$ cat src/wtcg_pkg.sv
// Shared widths, register codes and reset values for the wall texel coordinate generator.
package wtcg_pkg;

    localparam int FRAC_BITS_DEF = 16;

    localparam int ROW_W   = 12;
    localparam int LH_W    = 16;
    localparam int POS_W   = 24;
    localparam int RAY_W   = 18;
    localparam int DIST_W  = 24;
    localparam int TW_W    = 11;
    localparam int TH_W    = 11;
    localparam int PITCH_W = 13;
    localparam int SH_W    = 13;
    localparam int CFG_W   = 13;
    localparam int SEL_W   = 2;
    localparam int TEX_W   = 10;
    localparam int OFS_W   = 22;

    // row - sh/2 + lh/2 + 1 spans -4094..36863
    localparam int NUM_W  = 18;
    localparam int NUMP_W = 16;
    // quotient bits kept; anything at or past 2^QUO_W saturates anyway
    localparam int QUO_W  = TH_W;
    localparam int DVD_W  = NUMP_W + TH_W;

    localparam int CFG_IDX_W = 2;

    typedef enum logic [CFG_IDX_W-1:0] {
        CFG_TEX_WIDTH  = 2'd0,
        CFG_TEX_HEIGHT = 2'd1,
        CFG_ROW_PITCH  = 2'd2,
        CFG_SCREEN_H   = 2'd3
    } t_cfg_idx;

    localparam logic [TW_W-1:0]    TEX_WIDTH_RST  = TW_W'(64);
    localparam logic [TH_W-1:0]    TEX_HEIGHT_RST = TH_W'(64);
    localparam logic [PITCH_W-1:0] ROW_PITCH_RST  = PITCH_W'(256);
    localparam logic [SH_W-1:0]    SCREEN_H_RST   = SH_W'(720);

    // texture choice from hit side and ray sign
    localparam logic [SEL_W-1:0] SEL_VERT_NEG = 2'd0;
    localparam logic [SEL_W-1:0] SEL_VERT_POS = 2'd1;
    localparam logic [SEL_W-1:0] SEL_HORZ_POS = 2'd2;
    localparam logic [SEL_W-1:0] SEL_HORZ_NEG = 2'd3;

endpackage

$ cat src/wtcg_div.sv
// Pipelined restoring divider, one quotient bit per stage, with a sideband that rides along.
module wtcg_div #(
    parameter int QBITS  = wtcg_pkg::QUO_W,
    parameter int DBITS  = wtcg_pkg::LH_W,
    parameter int SIDE_W = 8
) (
    input  logic              i_clk,
    input  logic              i_rst_n,
    input  logic              i_vld,
    output logic              o_rdy,
    input  logic [DBITS-1:0]  i_rem,
    input  logic [QBITS-1:0]  i_low,
    input  logic [DBITS-1:0]  i_den,
    input  logic [SIDE_W-1:0] i_side,
    output logic              o_vld,
    input  logic              i_rdy,
    output logic [QBITS-1:0]  o_quo,
    output logic [SIDE_W-1:0] o_side
);

    logic              r_vld  [QBITS];
    logic [DBITS-1:0]  r_rem  [QBITS];
    logic [QBITS-1:0]  r_low  [QBITS];
    logic [QBITS-1:0]  r_q    [QBITS];
    logic [DBITS-1:0]  r_den  [QBITS];
    logic [SIDE_W-1:0] r_side [QBITS];

    logic [QBITS:0] rdy_chain;

    always_comb begin
        rdy_chain[QBITS] = i_rdy;
        for (int k = QBITS - 1; k >= 0; k--) begin
            rdy_chain[k] = !r_vld[k] || rdy_chain[k+1];
        end
    end

    assign o_rdy  = rdy_chain[0];
    assign o_vld  = r_vld[QBITS-1];
    assign o_quo  = r_q[QBITS-1];
    assign o_side = r_side[QBITS-1];

    for (genvar k = 0; k < QBITS; k++) begin : g_step
        logic              src_vld;
        logic [DBITS-1:0]  src_rem;
        logic [QBITS-1:0]  src_low;
        logic [QBITS-1:0]  src_q;
        logic [DBITS-1:0]  src_den;
        logic [SIDE_W-1:0] src_side;
        logic [DBITS:0]    trial;
        logic [DBITS:0]    diff;
        logic              ge;

        if (k == 0) begin : g_first
            assign src_vld  = i_vld;
            assign src_rem  = i_rem;
            assign src_low  = i_low;
            assign src_q    = '0;
            assign src_den  = i_den;
            assign src_side = i_side;
        end else begin : g_next
            assign src_vld  = r_vld[k-1];
            assign src_rem  = r_rem[k-1];
            assign src_low  = r_low[k-1];
            assign src_q    = r_q[k-1];
            assign src_den  = r_den[k-1];
            assign src_side = r_side[k-1];
        end

        assign trial = {src_rem, src_low[QBITS-1]};
        assign diff  = trial - {1'b0, src_den};
        assign ge    = (trial >= {1'b0, src_den});

        always_ff @(posedge i_clk) begin
            if (!i_rst_n) begin
                r_vld[k] <= 1'b0;
            end else if (rdy_chain[k]) begin
                r_vld[k] <= src_vld;
            end
        end

        always_ff @(posedge i_clk) begin
            if (rdy_chain[k]) begin
                r_rem[k]  <= ge ? diff[DBITS-1:0] : trial[DBITS-1:0];
                r_low[k]  <= src_low << 1;
                r_q[k]    <= {src_q[QBITS-2:0], ge};
                r_den[k]  <= src_den;
                r_side[k] <= src_side;
            end
        end
    end

endmodule

$ cat src/wall_texel_coordinate_generator.sv
// Wall texel coordinate generator: one screen pixel of a wall column in, one texel address out.
//
// Takes one pixel item per clock while no back-pressure holds the pipeline, and returns its
// texture index, texel column, texel row and byte offset through 3 front stages, 11 divider
// stages and 3 back stages. The texel row divider resolves one quotient bit per stage, and the
// hit point and texel column multiplies sit in the front and back stages around it. Each
// stage holds its item while the next one is full, so empty slots close up under back-pressure.
// Registers are written through the plain write port and must only change while the block
// holds no item. A pixel whose deciding ray component is zero comes out with draw low and all
// fields zero.
module wall_texel_coordinate_generator #(
    parameter int FRAC_BITS = wtcg_pkg::FRAC_BITS_DEF
) (
    input  logic                          i_clk,
    input  logic                          i_rst_n,
    // configuration writes
    input  logic                          i_cfg_wen,
    input  logic [wtcg_pkg::CFG_IDX_W-1:0] i_cfg_idx,
    input  logic [wtcg_pkg::CFG_W-1:0]    i_cfg_wdata,
    // pixel items in
    input  logic                          s_axis_tvalid,
    output logic                          s_axis_tready,
    // row, line_height, pos_vert, pos_horz, ray_vert, ray_horz, perp_dist
    input  logic [135:0]                  s_axis_tdata,
    // hit_side
    input  logic [0:0]                    s_axis_tuser,
    // texel items out
    output logic                          m_axis_tvalid,
    input  logic                          m_axis_tready,
    // texel_x, texel_y, texel_offset, zero pad
    output logic [47:0]                   m_axis_tdata,
    // draw, texture_select
    output logic [2:0]                    m_axis_tuser
);

    localparam int FRAC_W = 2 * FRAC_BITS;

    localparam int ROW_LSB  = 0;
    localparam int LH_LSB   = ROW_LSB + wtcg_pkg::ROW_W;
    localparam int PV_LSB   = LH_LSB + wtcg_pkg::LH_W;
    localparam int PH_LSB   = PV_LSB + wtcg_pkg::POS_W;
    localparam int RV_LSB   = PH_LSB + wtcg_pkg::POS_W;
    localparam int RH_LSB   = RV_LSB + wtcg_pkg::RAY_W;
    localparam int PD_LSB   = RH_LSB + wtcg_pkg::RAY_W;
    localparam int IN_END   = PD_LSB + wtcg_pkg::DIST_W;
    localparam int PROD_W   = wtcg_pkg::DIST_W + 1 + wtcg_pkg::RAY_W;
    localparam int TXP_W    = FRAC_W + wtcg_pkg::TW_W;
    localparam int SIDE_W   = 1 + wtcg_pkg::SEL_W + 1 + FRAC_W + 1 + 1;
    localparam int OUT_BITS = 2 * wtcg_pkg::TEX_W + wtcg_pkg::OFS_W;

    // ---------------- configuration registers ----------------
    logic [wtcg_pkg::TW_W-1:0]    r_tex_width;
    logic [wtcg_pkg::TH_W-1:0]    r_tex_height;
    logic [wtcg_pkg::PITCH_W-1:0] r_row_pitch;
    logic [wtcg_pkg::SH_W-1:0]    r_screen_h;

    always_ff @(posedge i_clk) begin
        if (!i_rst_n) begin
            r_tex_width  <= wtcg_pkg::TEX_WIDTH_RST;
            r_tex_height <= wtcg_pkg::TEX_HEIGHT_RST;
            r_row_pitch  <= wtcg_pkg::ROW_PITCH_RST;
            r_screen_h   <= wtcg_pkg::SCREEN_H_RST;
        end else if (i_cfg_wen) begin
            unique case (wtcg_pkg::t_cfg_idx'(i_cfg_idx))
                wtcg_pkg::CFG_TEX_WIDTH:  r_tex_width  <= i_cfg_wdata[wtcg_pkg::TW_W-1:0];
                wtcg_pkg::CFG_TEX_HEIGHT: r_tex_height <= i_cfg_wdata[wtcg_pkg::TH_W-1:0];
                wtcg_pkg::CFG_ROW_PITCH:  r_row_pitch  <= i_cfg_wdata;
                wtcg_pkg::CFG_SCREEN_H:   r_screen_h   <= i_cfg_wdata;
                default: ;
            endcase
        end
    end

    // ---------------- input unpack and decode ----------------
    logic [wtcg_pkg::ROW_W-1:0]         in_row;
    logic [wtcg_pkg::LH_W-1:0]          in_lh;
    logic                               in_side;
    logic [wtcg_pkg::POS_W-1:0]         in_pv;
    logic [wtcg_pkg::POS_W-1:0]         in_ph;
    logic signed [wtcg_pkg::RAY_W-1:0]  in_rv;
    logic signed [wtcg_pkg::RAY_W-1:0]  in_rh;
    logic [wtcg_pkg::DIST_W-1:0]        in_pd;
    logic                               dec_draw;
    logic [wtcg_pkg::SEL_W-1:0]         dec_sel;
    logic                               dec_mirror;
    logic [wtcg_pkg::POS_W-1:0]         dec_pos;
    logic signed [wtcg_pkg::RAY_W-1:0]  dec_ray;
    logic [wtcg_pkg::NUM_W-1:0]         dec_num;

    assign in_row  = s_axis_tdata[LH_LSB-1:ROW_LSB];
    assign in_lh   = s_axis_tdata[PV_LSB-1:LH_LSB];
    assign in_pv   = s_axis_tdata[PH_LSB-1:PV_LSB];
    assign in_ph   = s_axis_tdata[RV_LSB-1:PH_LSB];
    assign in_rv   = $signed(s_axis_tdata[RH_LSB-1:RV_LSB]);
    assign in_rh   = $signed(s_axis_tdata[PD_LSB-1:RH_LSB]);
    assign in_pd   = s_axis_tdata[IN_END-1:PD_LSB];
    assign in_side = s_axis_tuser[0];

    always_comb begin
        if (!in_side) begin
            dec_draw   = (in_rh != '0);
            dec_sel    = in_rh[wtcg_pkg::RAY_W-1] ? wtcg_pkg::SEL_HORZ_NEG
                                                  : wtcg_pkg::SEL_HORZ_POS;
            dec_mirror = in_rh[wtcg_pkg::RAY_W-1];
            dec_pos    = in_pv;
            dec_ray    = in_rv;
        end else begin
            dec_draw   = (in_rv != '0);
            dec_sel    = in_rv[wtcg_pkg::RAY_W-1] ? wtcg_pkg::SEL_VERT_NEG
                                                  : wtcg_pkg::SEL_VERT_POS;
            dec_mirror = !in_rv[wtcg_pkg::RAY_W-1] && (in_rv != '0);
            dec_pos    = in_ph;
            dec_ray    = in_rh;
        end
        // both halvings truncate
        dec_num = wtcg_pkg::NUM_W'(in_row)
                - wtcg_pkg::NUM_W'(r_screen_h[wtcg_pkg::SH_W-1:1])
                + wtcg_pkg::NUM_W'(in_lh[wtcg_pkg::LH_W-1:1])
                + wtcg_pkg::NUM_W'(1);
    end

    // ---------------- pipeline handshake ----------------
    logic r_a_vld, r_b_vld, r_c_vld, r_d_vld, r_e_vld, r_f_vld;
    logic adv_a, adv_b, adv_c, adv_d, adv_e, adv_f;
    logic div_in_rdy, div_out_vld;

    assign adv_f = !r_f_vld || m_axis_tready;
    assign adv_e = !r_e_vld || adv_f;
    assign adv_d = !r_d_vld || adv_e;
    assign adv_c = !r_c_vld || div_in_rdy;
    assign adv_b = !r_b_vld || adv_c;
    assign adv_a = !r_a_vld || adv_b;
    assign s_axis_tready = adv_a;

    always_ff @(posedge i_clk) begin
        if (!i_rst_n) begin
            r_a_vld <= 1'b0;
            r_b_vld <= 1'b0;
            r_c_vld <= 1'b0;
            r_d_vld <= 1'b0;
            r_e_vld <= 1'b0;
            r_f_vld <= 1'b0;
        end else begin
            if (adv_a) r_a_vld <= s_axis_tvalid;
            if (adv_b) r_b_vld <= r_a_vld;
            if (adv_c) r_c_vld <= r_b_vld;
            if (adv_d) r_d_vld <= div_out_vld;
            if (adv_e) r_e_vld <= r_d_vld;
            if (adv_f) r_f_vld <= r_e_vld;
        end
    end

    // ---------------- stage A: decode ----------------
    logic                               r_a_draw;
    logic [wtcg_pkg::SEL_W-1:0]         r_a_sel;
    logic                               r_a_mirror;
    logic [FRAC_W-1:0]                  r_a_pos_sh;
    logic signed [wtcg_pkg::RAY_W-1:0]  r_a_ray;
    logic [wtcg_pkg::DIST_W-1:0]        r_a_pd;
    logic                               r_a_num_pos;
    logic [wtcg_pkg::NUMP_W-1:0]        r_a_num;
    logic [wtcg_pkg::LH_W-1:0]          r_a_lh;

    always_ff @(posedge i_clk) begin
        if (adv_a) begin
            r_a_draw    <= dec_draw;
            r_a_sel     <= dec_sel;
            r_a_mirror  <= dec_mirror;
            r_a_pos_sh  <= FRAC_W'({dec_pos, {FRAC_BITS{1'b0}}});
            r_a_ray     <= dec_ray;
            r_a_pd      <= in_pd;
            r_a_num_pos <= !dec_num[wtcg_pkg::NUM_W-1] && (dec_num != '0);
            r_a_num     <= dec_num[wtcg_pkg::NUMP_W-1:0];
            r_a_lh      <= in_lh;
        end
    end

    // ---------------- stage B: multiplies ----------------
    logic signed [PROD_W-1:0]      hit_prod;
    logic [wtcg_pkg::DVD_W-1:0]    dvd_prod;

    assign hit_prod = $signed({1'b0, r_a_pd}) * r_a_ray;
    assign dvd_prod = r_a_num * r_tex_height;

    logic                          r_b_draw;
    logic [wtcg_pkg::SEL_W-1:0]    r_b_sel;
    logic                          r_b_mirror;
    logic [FRAC_W-1:0]             r_b_pos_sh;
    logic [FRAC_W-1:0]             r_b_prod;
    logic                          r_b_num_pos;
    logic [wtcg_pkg::DVD_W-1:0]    r_b_dvd;
    logic [wtcg_pkg::LH_W-1:0]     r_b_lh;

    always_ff @(posedge i_clk) begin
        if (adv_b) begin
            r_b_draw    <= r_a_draw;
            r_b_sel     <= r_a_sel;
            r_b_mirror  <= r_a_mirror;
            r_b_pos_sh  <= r_a_pos_sh;
            r_b_prod    <= FRAC_W'(hit_prod);
            r_b_num_pos <= r_a_num_pos;
            r_b_dvd     <= dvd_prod;
            r_b_lh      <= r_a_lh;
        end
    end

    // ---------------- stage C: hit fraction, quotient range check ----------------
    logic                          r_c_draw;
    logic [wtcg_pkg::SEL_W-1:0]    r_c_sel;
    logic                          r_c_mirror;
    logic [FRAC_W-1:0]             r_c_frac;
    logic                          r_c_num_pos;
    logic                          r_c_ovf;
    logic [wtcg_pkg::DVD_W-1:0]    r_c_dvd;
    logic [wtcg_pkg::LH_W-1:0]     r_c_lh;

    always_ff @(posedge i_clk) begin
        if (adv_c) begin
            r_c_draw    <= r_b_draw;
            r_c_sel     <= r_b_sel;
            r_c_mirror  <= r_b_mirror;
            r_c_frac    <= r_b_pos_sh + r_b_prod;
            r_c_num_pos <= r_b_num_pos;
            // zero line height or a quotient past QUO_W bits both clamp to the last texel row
            r_c_ovf     <= (r_b_lh == '0)
                        || (r_b_dvd >= {r_b_lh, {wtcg_pkg::QUO_W{1'b0}}});
            r_c_dvd     <= r_b_dvd;
            r_c_lh      <= r_b_lh;
        end
    end

    // ---------------- divider ----------------
    logic [SIDE_W-1:0]           div_side_in;
    logic [SIDE_W-1:0]           div_side_out;
    logic [wtcg_pkg::QUO_W-1:0]  div_quo;

    assign div_side_in = {r_c_draw, r_c_sel, r_c_mirror, r_c_frac, r_c_num_pos, r_c_ovf};

    wtcg_div #(
        .QBITS  (wtcg_pkg::QUO_W),
        .DBITS  (wtcg_pkg::LH_W),
        .SIDE_W (SIDE_W)
    ) u_div (
        .i_clk   (i_clk),
        .i_rst_n (i_rst_n),
        .i_vld   (r_c_vld),
        .o_rdy   (div_in_rdy),
        .i_rem   (r_c_dvd[wtcg_pkg::DVD_W-1:wtcg_pkg::QUO_W]),
        .i_low   (r_c_dvd[wtcg_pkg::QUO_W-1:0]),
        .i_den   (r_c_lh),
        .i_side  (div_side_in),
        .o_vld   (div_out_vld),
        .i_rdy   (adv_d),
        .o_quo   (div_quo),
        .o_side  (div_side_out)
    );

    logic                          dv_draw;
    logic [wtcg_pkg::SEL_W-1:0]    dv_sel;
    logic                          dv_mirror;
    logic [FRAC_W-1:0]             dv_frac;
    logic                          dv_num_pos;
    logic                          dv_ovf;

    assign {dv_draw, dv_sel, dv_mirror, dv_frac, dv_num_pos, dv_ovf} = div_side_out;

    // ---------------- stage D: texel column scale, texel row clamp ----------------
    logic [TXP_W-1:0]              tx_prod;
    logic [wtcg_pkg::TH_W-1:0]     th_m1;
    logic [wtcg_pkg::TH_W-1:0]     ty_clamp;
    logic [wtcg_pkg::TEX_W-1:0]    ty_sat;

    assign tx_prod = dv_frac * r_tex_width;
    assign th_m1   = r_tex_height - wtcg_pkg::TH_W'(1);

    always_comb begin
        if (!dv_num_pos || (r_tex_height == '0)) begin
            ty_clamp = '0;
        end else if (dv_ovf || (div_quo > th_m1)) begin
            ty_clamp = th_m1;
        end else begin
            ty_clamp = div_quo;
        end
        ty_sat = ty_clamp[wtcg_pkg::TH_W-1] ? '1 : ty_clamp[wtcg_pkg::TEX_W-1:0];
    end

    logic                          r_d_draw;
    logic [wtcg_pkg::SEL_W-1:0]    r_d_sel;
    logic                          r_d_mirror;
    logic [wtcg_pkg::TW_W-1:0]     r_d_tx_raw;
    logic [wtcg_pkg::TEX_W-1:0]    r_d_ty;

    always_ff @(posedge i_clk) begin
        if (adv_d) begin
            r_d_draw   <= dv_draw;
            r_d_sel    <= dv_sel;
            r_d_mirror <= dv_mirror;
            r_d_tx_raw <= tx_prod[TXP_W-1:FRAC_W];
            r_d_ty     <= ty_sat;
        end
    end

    // ---------------- stage E: mirror and clamp texel column ----------------
    logic [wtcg_pkg::TW_W-1:0]     tx_mir;
    logic [wtcg_pkg::TEX_W-1:0]    tx_sat;

    always_comb begin
        if (!r_d_mirror) begin
            tx_mir = r_d_tx_raw;
        end else if (r_d_tx_raw < r_tex_width) begin
            tx_mir = r_tex_width - r_d_tx_raw - wtcg_pkg::TW_W'(1);
        end else begin
            tx_mir = '0;
        end
        tx_sat = tx_mir[wtcg_pkg::TW_W-1] ? '1 : tx_mir[wtcg_pkg::TEX_W-1:0];
    end

    logic                          r_e_draw;
    logic [wtcg_pkg::SEL_W-1:0]    r_e_sel;
    logic [wtcg_pkg::TEX_W-1:0]    r_e_tx;
    logic [wtcg_pkg::TEX_W-1:0]    r_e_ty;

    always_ff @(posedge i_clk) begin
        if (adv_e) begin
            r_e_draw <= r_d_draw;
            r_e_sel  <= r_d_sel;
            r_e_tx   <= tx_sat;
            r_e_ty   <= r_d_ty;
        end
    end

    // ---------------- stage F: byte offset, output register ----------------
    logic [wtcg_pkg::TEX_W+wtcg_pkg::PITCH_W-1:0] row_bytes;
    logic [wtcg_pkg::OFS_W-1:0]                   ofs;

    assign row_bytes = r_e_ty * r_row_pitch;
    assign ofs = row_bytes[wtcg_pkg::OFS_W-1:0]
               + wtcg_pkg::OFS_W'({r_e_tx, 2'b00});

    logic                          r_f_draw;
    logic [wtcg_pkg::SEL_W-1:0]    r_f_sel;
    logic [wtcg_pkg::TEX_W-1:0]    r_f_tx;
    logic [wtcg_pkg::TEX_W-1:0]    r_f_ty;
    logic [wtcg_pkg::OFS_W-1:0]    r_f_ofs;

    // items without a texture leave with every field zero
    always_ff @(posedge i_clk) begin
        if (adv_f) begin
            r_f_draw <= r_e_draw;
            r_f_sel  <= r_e_draw ? r_e_sel : '0;
            r_f_tx   <= r_e_draw ? r_e_tx  : '0;
            r_f_ty   <= r_e_draw ? r_e_ty  : '0;
            r_f_ofs  <= r_e_draw ? ofs     : '0;
        end
    end

    assign m_axis_tvalid = r_f_vld;
    assign m_axis_tdata  = {{(48 - OUT_BITS){1'b0}}, r_f_ofs, r_f_ty, r_f_tx};
    assign m_axis_tuser  = {r_f_sel, r_f_draw};

endmodule
$ cat config.mk
export PLATFORM = sky130hd
export DESIGN_NAME = wall_texel_coordinate_generator
export DESIGN_NICKNAME = d
export VERILOG_FILES = /design/src/wtcg_pkg.sv /design/src/wtcg_div.sv /design/src/wall_texel_coordinate_generator.sv
export SDC_FILE = /design/constraint.sdc
export NUM_CORES = 2
export LEC_CHECK = 0
export BUFFER_PORTS_ARGS = -buffer_cell sky130_fd_sc_hd__buf_2
export CORE_MARGIN = 2
export CORE_UTILIZATION = 40
export CTS_CLUSTER_SIZE = 20
export DETAILED_ROUTE_END_ITERATION = 6
export SLEW_MARGIN = 10
export SYNTH_ARGS = -nofsm -noshare
export SYNTH_HDL_FRONTEND = slang
export SYNTH_HIERARCHICAL = 1
export SYNTH_SLANG_ARGS = --single-unit
$ cat constraint.sdc
create_clock -name i_clk -period 17.9 [get_ports i_clk]
set_input_delay 3.58 -clock i_clk [delete_from_list [all_inputs] [get_ports i_clk]]
set_output_delay 3.58 -clock i_clk [all_outputs]
set_load 0.02 [all_outputs]
==> results.md <==
* Grt total ovfl at 0
* First DRT Iteration DRCs at between 3000 and 4000
* Crit-path leading delay family: simple AND/OR/NAND/NOR gates
* Clock power share at 16.3%
* DRC viols at 0
* Htree depth at 4
* # fillers at 19820
* Status: complete, no violations
* RSZ-0062 raised after global routing: false
* Hold Path End: u_div/r_q[9][1]$_DFFE_PP_
* Switching share of power at 39.66%
* Initial Util at 40.15%
* Worst slew margin at 21.13%
* Seq pwr share at 33.0%
* Count of buffers from port buffering at 187
* Post-route clock period utilization at 62.15%
* Reg2reg end: r_b_prod[30]$_DFFE_PP_
* Maximum clock path buffer count at 3
* Crit. End Element: primary output
* Critical path launch point type: input pin
* Share of layout cells above drive strength 1 at 7.956%
* First-pass DRT Iterations at 5
* Final setup TNS at 0 ps
* Worst hold stages at 0
* Synthesis-stage register bit count at between 1000 and 1500
* Largest stage delay, worst path at 520 ps
* TritonCTS Buffers at 135
* Routed len/inst at 17.20 um
* Reg clk slew, reported paths at 60 ps
* Synthesis warning total at 6
* Final #Nets at around 9000
* Setup bufs post-CTS at 0
* Worst clock skew at 27.90 ps
* Setup violators final at 0
* Hold path startpoint: u_div/r_q[8][0]$_DFFE_PP_
* Gr usage total at ~17%
* NetSw at 0.006636 W
* Buffers plus inverters on the worst setup path at 4
* Clock Tree Root: clkbuf_16
* Clk Latency, worst-skew pair at 760 ps
* Post-Route WL at ~180000 um
* Cts hold-fix bufs at 0
* Max Cap Viol at 0
* Final hold vios at 0
* Largest net degree at the start of global routing at 83
* Post-synth top area cell: edfxtp_1
* Worst-path fanout max at 28
* CP required at approximately 14000 ps
* Pleak at 41.09 nW
* Pint at roughly 0.010 W
* DIE WIDTH at 467.4 um
* Worst hold-check path type: register to register
* Tmin final at roughly 11000 ps
* Distinct cells, synth at 86
* Die Area at 218500 um^2
* Top-area cell type share of the netlist area at 43.13%
* Mean Syn Cell Area at 11.70 um^2
* Pwr per Cell Area at between 150 and 200 nW/um^2
* Gates resized, CTS repair at 0
* Worst reg2reg path depth at 23
* Die Height at 467.4 um
* CP Class: input pin to primary output
* Sequential area share after synthesis at 44.39%
* F_max at roughly 0.09 GHz
* Slowest-stage cell, CP: nor2b_1
* Vias in the first global route at 54166
* Area Overhead vs Synth at 9.667%
* Number of flops mapped to enable cells by yosys at 1234
* Boundary Pins at 210
* # rows at 170
* TritonCTS clock tree: built
* Detailed placer's ending HPWL at 132700 um
* Dominant synthesized flop cell: edfxtp_1
* Via count at 52054
* Post-DRT Antenna Nets at 0
* Max-slew violations at 0
* Global-route wire length before repair at 291600 um
* Worst Path Arrival at approximately 7600 ps
* Post-Synthesis Cells at 7341
* Vias per std cell at 5.002
* Combinational power share at 50.7%
* Reg-to-Reg Start: r_a_ray[1]$_DFFE_PP_
* Core ar. at around 210000 um^2
* Post-placement cell count at 10166
* Top post-synthesis cells by area: edfxtp_1, fa_1, ha_1, inv_1, nand2_1
* Gpl congestion at 0.8745
* Synthesized area at ~86000 um^2
* CTS Sinks at between 1000 and 1500
* Async S/R FF share, synth at 0%
* R2r setup slk at roughly 10000 ps
* Non-filler cells, final at 10407
* Crit path cell chain: buf_2, nor2b_1, nand3_1, buf_4, and3b_1, and3_1, and3_1, and2_1, and3_1, and2_1, nand2_4, nor2b_1, nand3_4, buf_4, buf_2
* Slew at the pin closest to its max-slew limit at 1183 ps
* VDD IR max at between 0.2 and 0.25 mV
* Initial antenna violation count at 7
* CP dominant cell by count: and3_1
synthesized netlist by cell type, types with 10 or more instances:
cell	number
a2111oi_0	10
a211o_1	23
a211oi_1	29
a21boi_0	36
a21o_1	90
a21oi_1	210
a221o_1	14
a31o_2	14
a31oi_1	30
and2_1	462
and3_1	34
clkbuf_1	234
dfxtp_1	54
edfxtp_1	1234
fa_1	813
ha_1	563
inv_1	1225
mux2_2	85
mux2_4	10
mux2i_1	31
nand2_1	845
nand2b_1	51
nand3_1	55
nand4_1	38
nor2_1	233
nor2b_1	77
nor3_1	63
nor4_1	29
o211ai_1	16
o21a_1	64
o21ai_0	195
o21bai_1	13
o31a_1	25
o31ai_1	23
or2_2	11
or3_1	13
xnor2_1	162
xor2_1	74
power groups by stage:
stage | clock network, W | logic, W | registers, W
after global placement | 0 | 0.00833 | 0.00557
after global routing | 0.00294 | 0.00970 | 0.00564
final | 0.00274 | 0.00848 | 0.00552
after CTS | 0.00282 | 0.00854 | 0.00553
after floorplan | 0 | 0.00663 | 0.00516
after detailed placement | 0 | 0.00847 | 0.00559
per-layer routing:
metal,track usage (%),wire [um],share of wire [%]
met1,23.30,82620,46
met5,0,12,0.0067
met3,2.619,8816,4.9
met2,27.08,83300,47
met4,4.487,4250,2.4
cell families after synthesis:
kind of cell | count (synthesis) | synth area share (%)
compound gates | 875 | 6.755
xor+xnor | 236 | 2.406
fa+ha+maj | 1376 | 27.14
buf+inv | 1479 | 6.542
flops | 1288 | 44.39
mux | 131 | 1.716
other cells | 1 | 0.004365
simple gates | 1955 | 11.04
final cells by class:
cell class	count	area [um^2]	share of cell area [%]
diodes	2	5.005	0.005312
clock buffers	160	3513	3.729
clock inverters	79	834.6	0.8858
inverters	1225	4603	4.886
multi-input cells	4579	42260	44.85
flip-flops and latches	1288	38150	40.49
well taps	2838	3551	3.769
repair buffers	236	1304	1.384
worst register-to-register path, cell delays in order (launching register included):
cell and delay, ps:
edfxtp_1 1110, nand2_1 260, fa_1 570, inv_1 50, fa_1 450, ha_1 290
inv_1 50, fa_1 500, inv_1 50, fa_1 530, inv_1 60, fa_1 550
inv_1 50, ha_1 360, and3_1 180, and3_1 210, o2111ai_1 110, nand3_1 150
o31ai_1 290, nand2b_1 160, a2111oi_0 650, buf_4 240, o41ai_1 110, xor2_1 170
flip-flops by register name, summed over array words and instances, names as in the netlist, 11 cells and up:
register      cells
r_b_lh           16
r_f_ofs          22
r_a_pd           24
u_div/r_low      55
r_c_lh           16
r_c_frac         32
r_a_lh           16
u_div/r_q        66
r_d_tx_raw       11
u_div/r_den     160
r_screen_h       12
r_row_pitch      13
u_div/r_side    418
r_tex_width      11
u_div/r_vld      11
r_b_dvd          27
r_b_prod         32
u_div/r_rem     160
r_a_ray          18
r_c_dvd          27
r_a_pos_sh       16
r_a_num          16
r_tex_height     11
r_b_pos_sh       16
stage by stage:
| step | total power, W | hold slack [ps] | setup WS (ps) | util (%) | cell area (um^2) |
|---|---|---|---|---|---|
| floorplan | 0.01179 | 400.3 | 3768 | - | 85930 |
| global placement | 0.01390 | 400.5 | 6838 | 42.00 | 89860 |
| detailed placement | 0.01405 | 404.5 | 6803 | 42.00 | 89860 |
| CTS | 0.01689 | 409.4 | 6758 | 44.03 | 94210 |
| global route | 0.01828 | 406.3 | 6352 | 44.03 | 94210 |
| finish | 0.01674 | 405.3 | 6774 | 44.03 | 94220 |
cell usage in the layout, fill, tap and decap left out, types with 49 or more instances in the layout:
master | netlist | routed
o21a_1 | 64 | 64
nand2b_1 | 51 | 51
xnor2_1 | 162 | 162
nor2_1 | 233 | 233
buf_2 | 2 | 187
nor2b_1 | 77 | 77
clkbuf_16 | 0 | 136
fa_1 | 813 | 813
edfxtp_1 | 1234 | 1234
inv_1 | 1225 | 1216
buf_4 | 7 | 49
and2_1 | 462 | 462
a21oi_1 | 210 | 210
nand2_1 | 845 | 840
o21ai_0 | 195 | 195
ha_1 | 563 | 563
xor2_1 | 74 | 74
nor3_1 | 63 | 62
nand3_1 | 55 | 54
a21o_1 | 90 | 90
mux2_2 | 85 | 85
how the worst max path moves through the flow:
| stage | from | end | slack [ps] | cells past startpoint |
|---|---|---|---|---|
| floorplan | m_axis_tready | s_axis_tready | 3770 | 12 |
| global placement | m_axis_tready | s_axis_tready | 6840 | 15 |
| finish | m_axis_tready | s_axis_tready | 6770 | 15 |
| global route | m_axis_tready | s_axis_tready | 6350 | 15 |
| detailed placement | m_axis_tready | s_axis_tready | 6800 | 15 |
| CTS | m_axis_tready | s_axis_tready | 6760 | 15 |
Power figures use the tool's default switching activity.
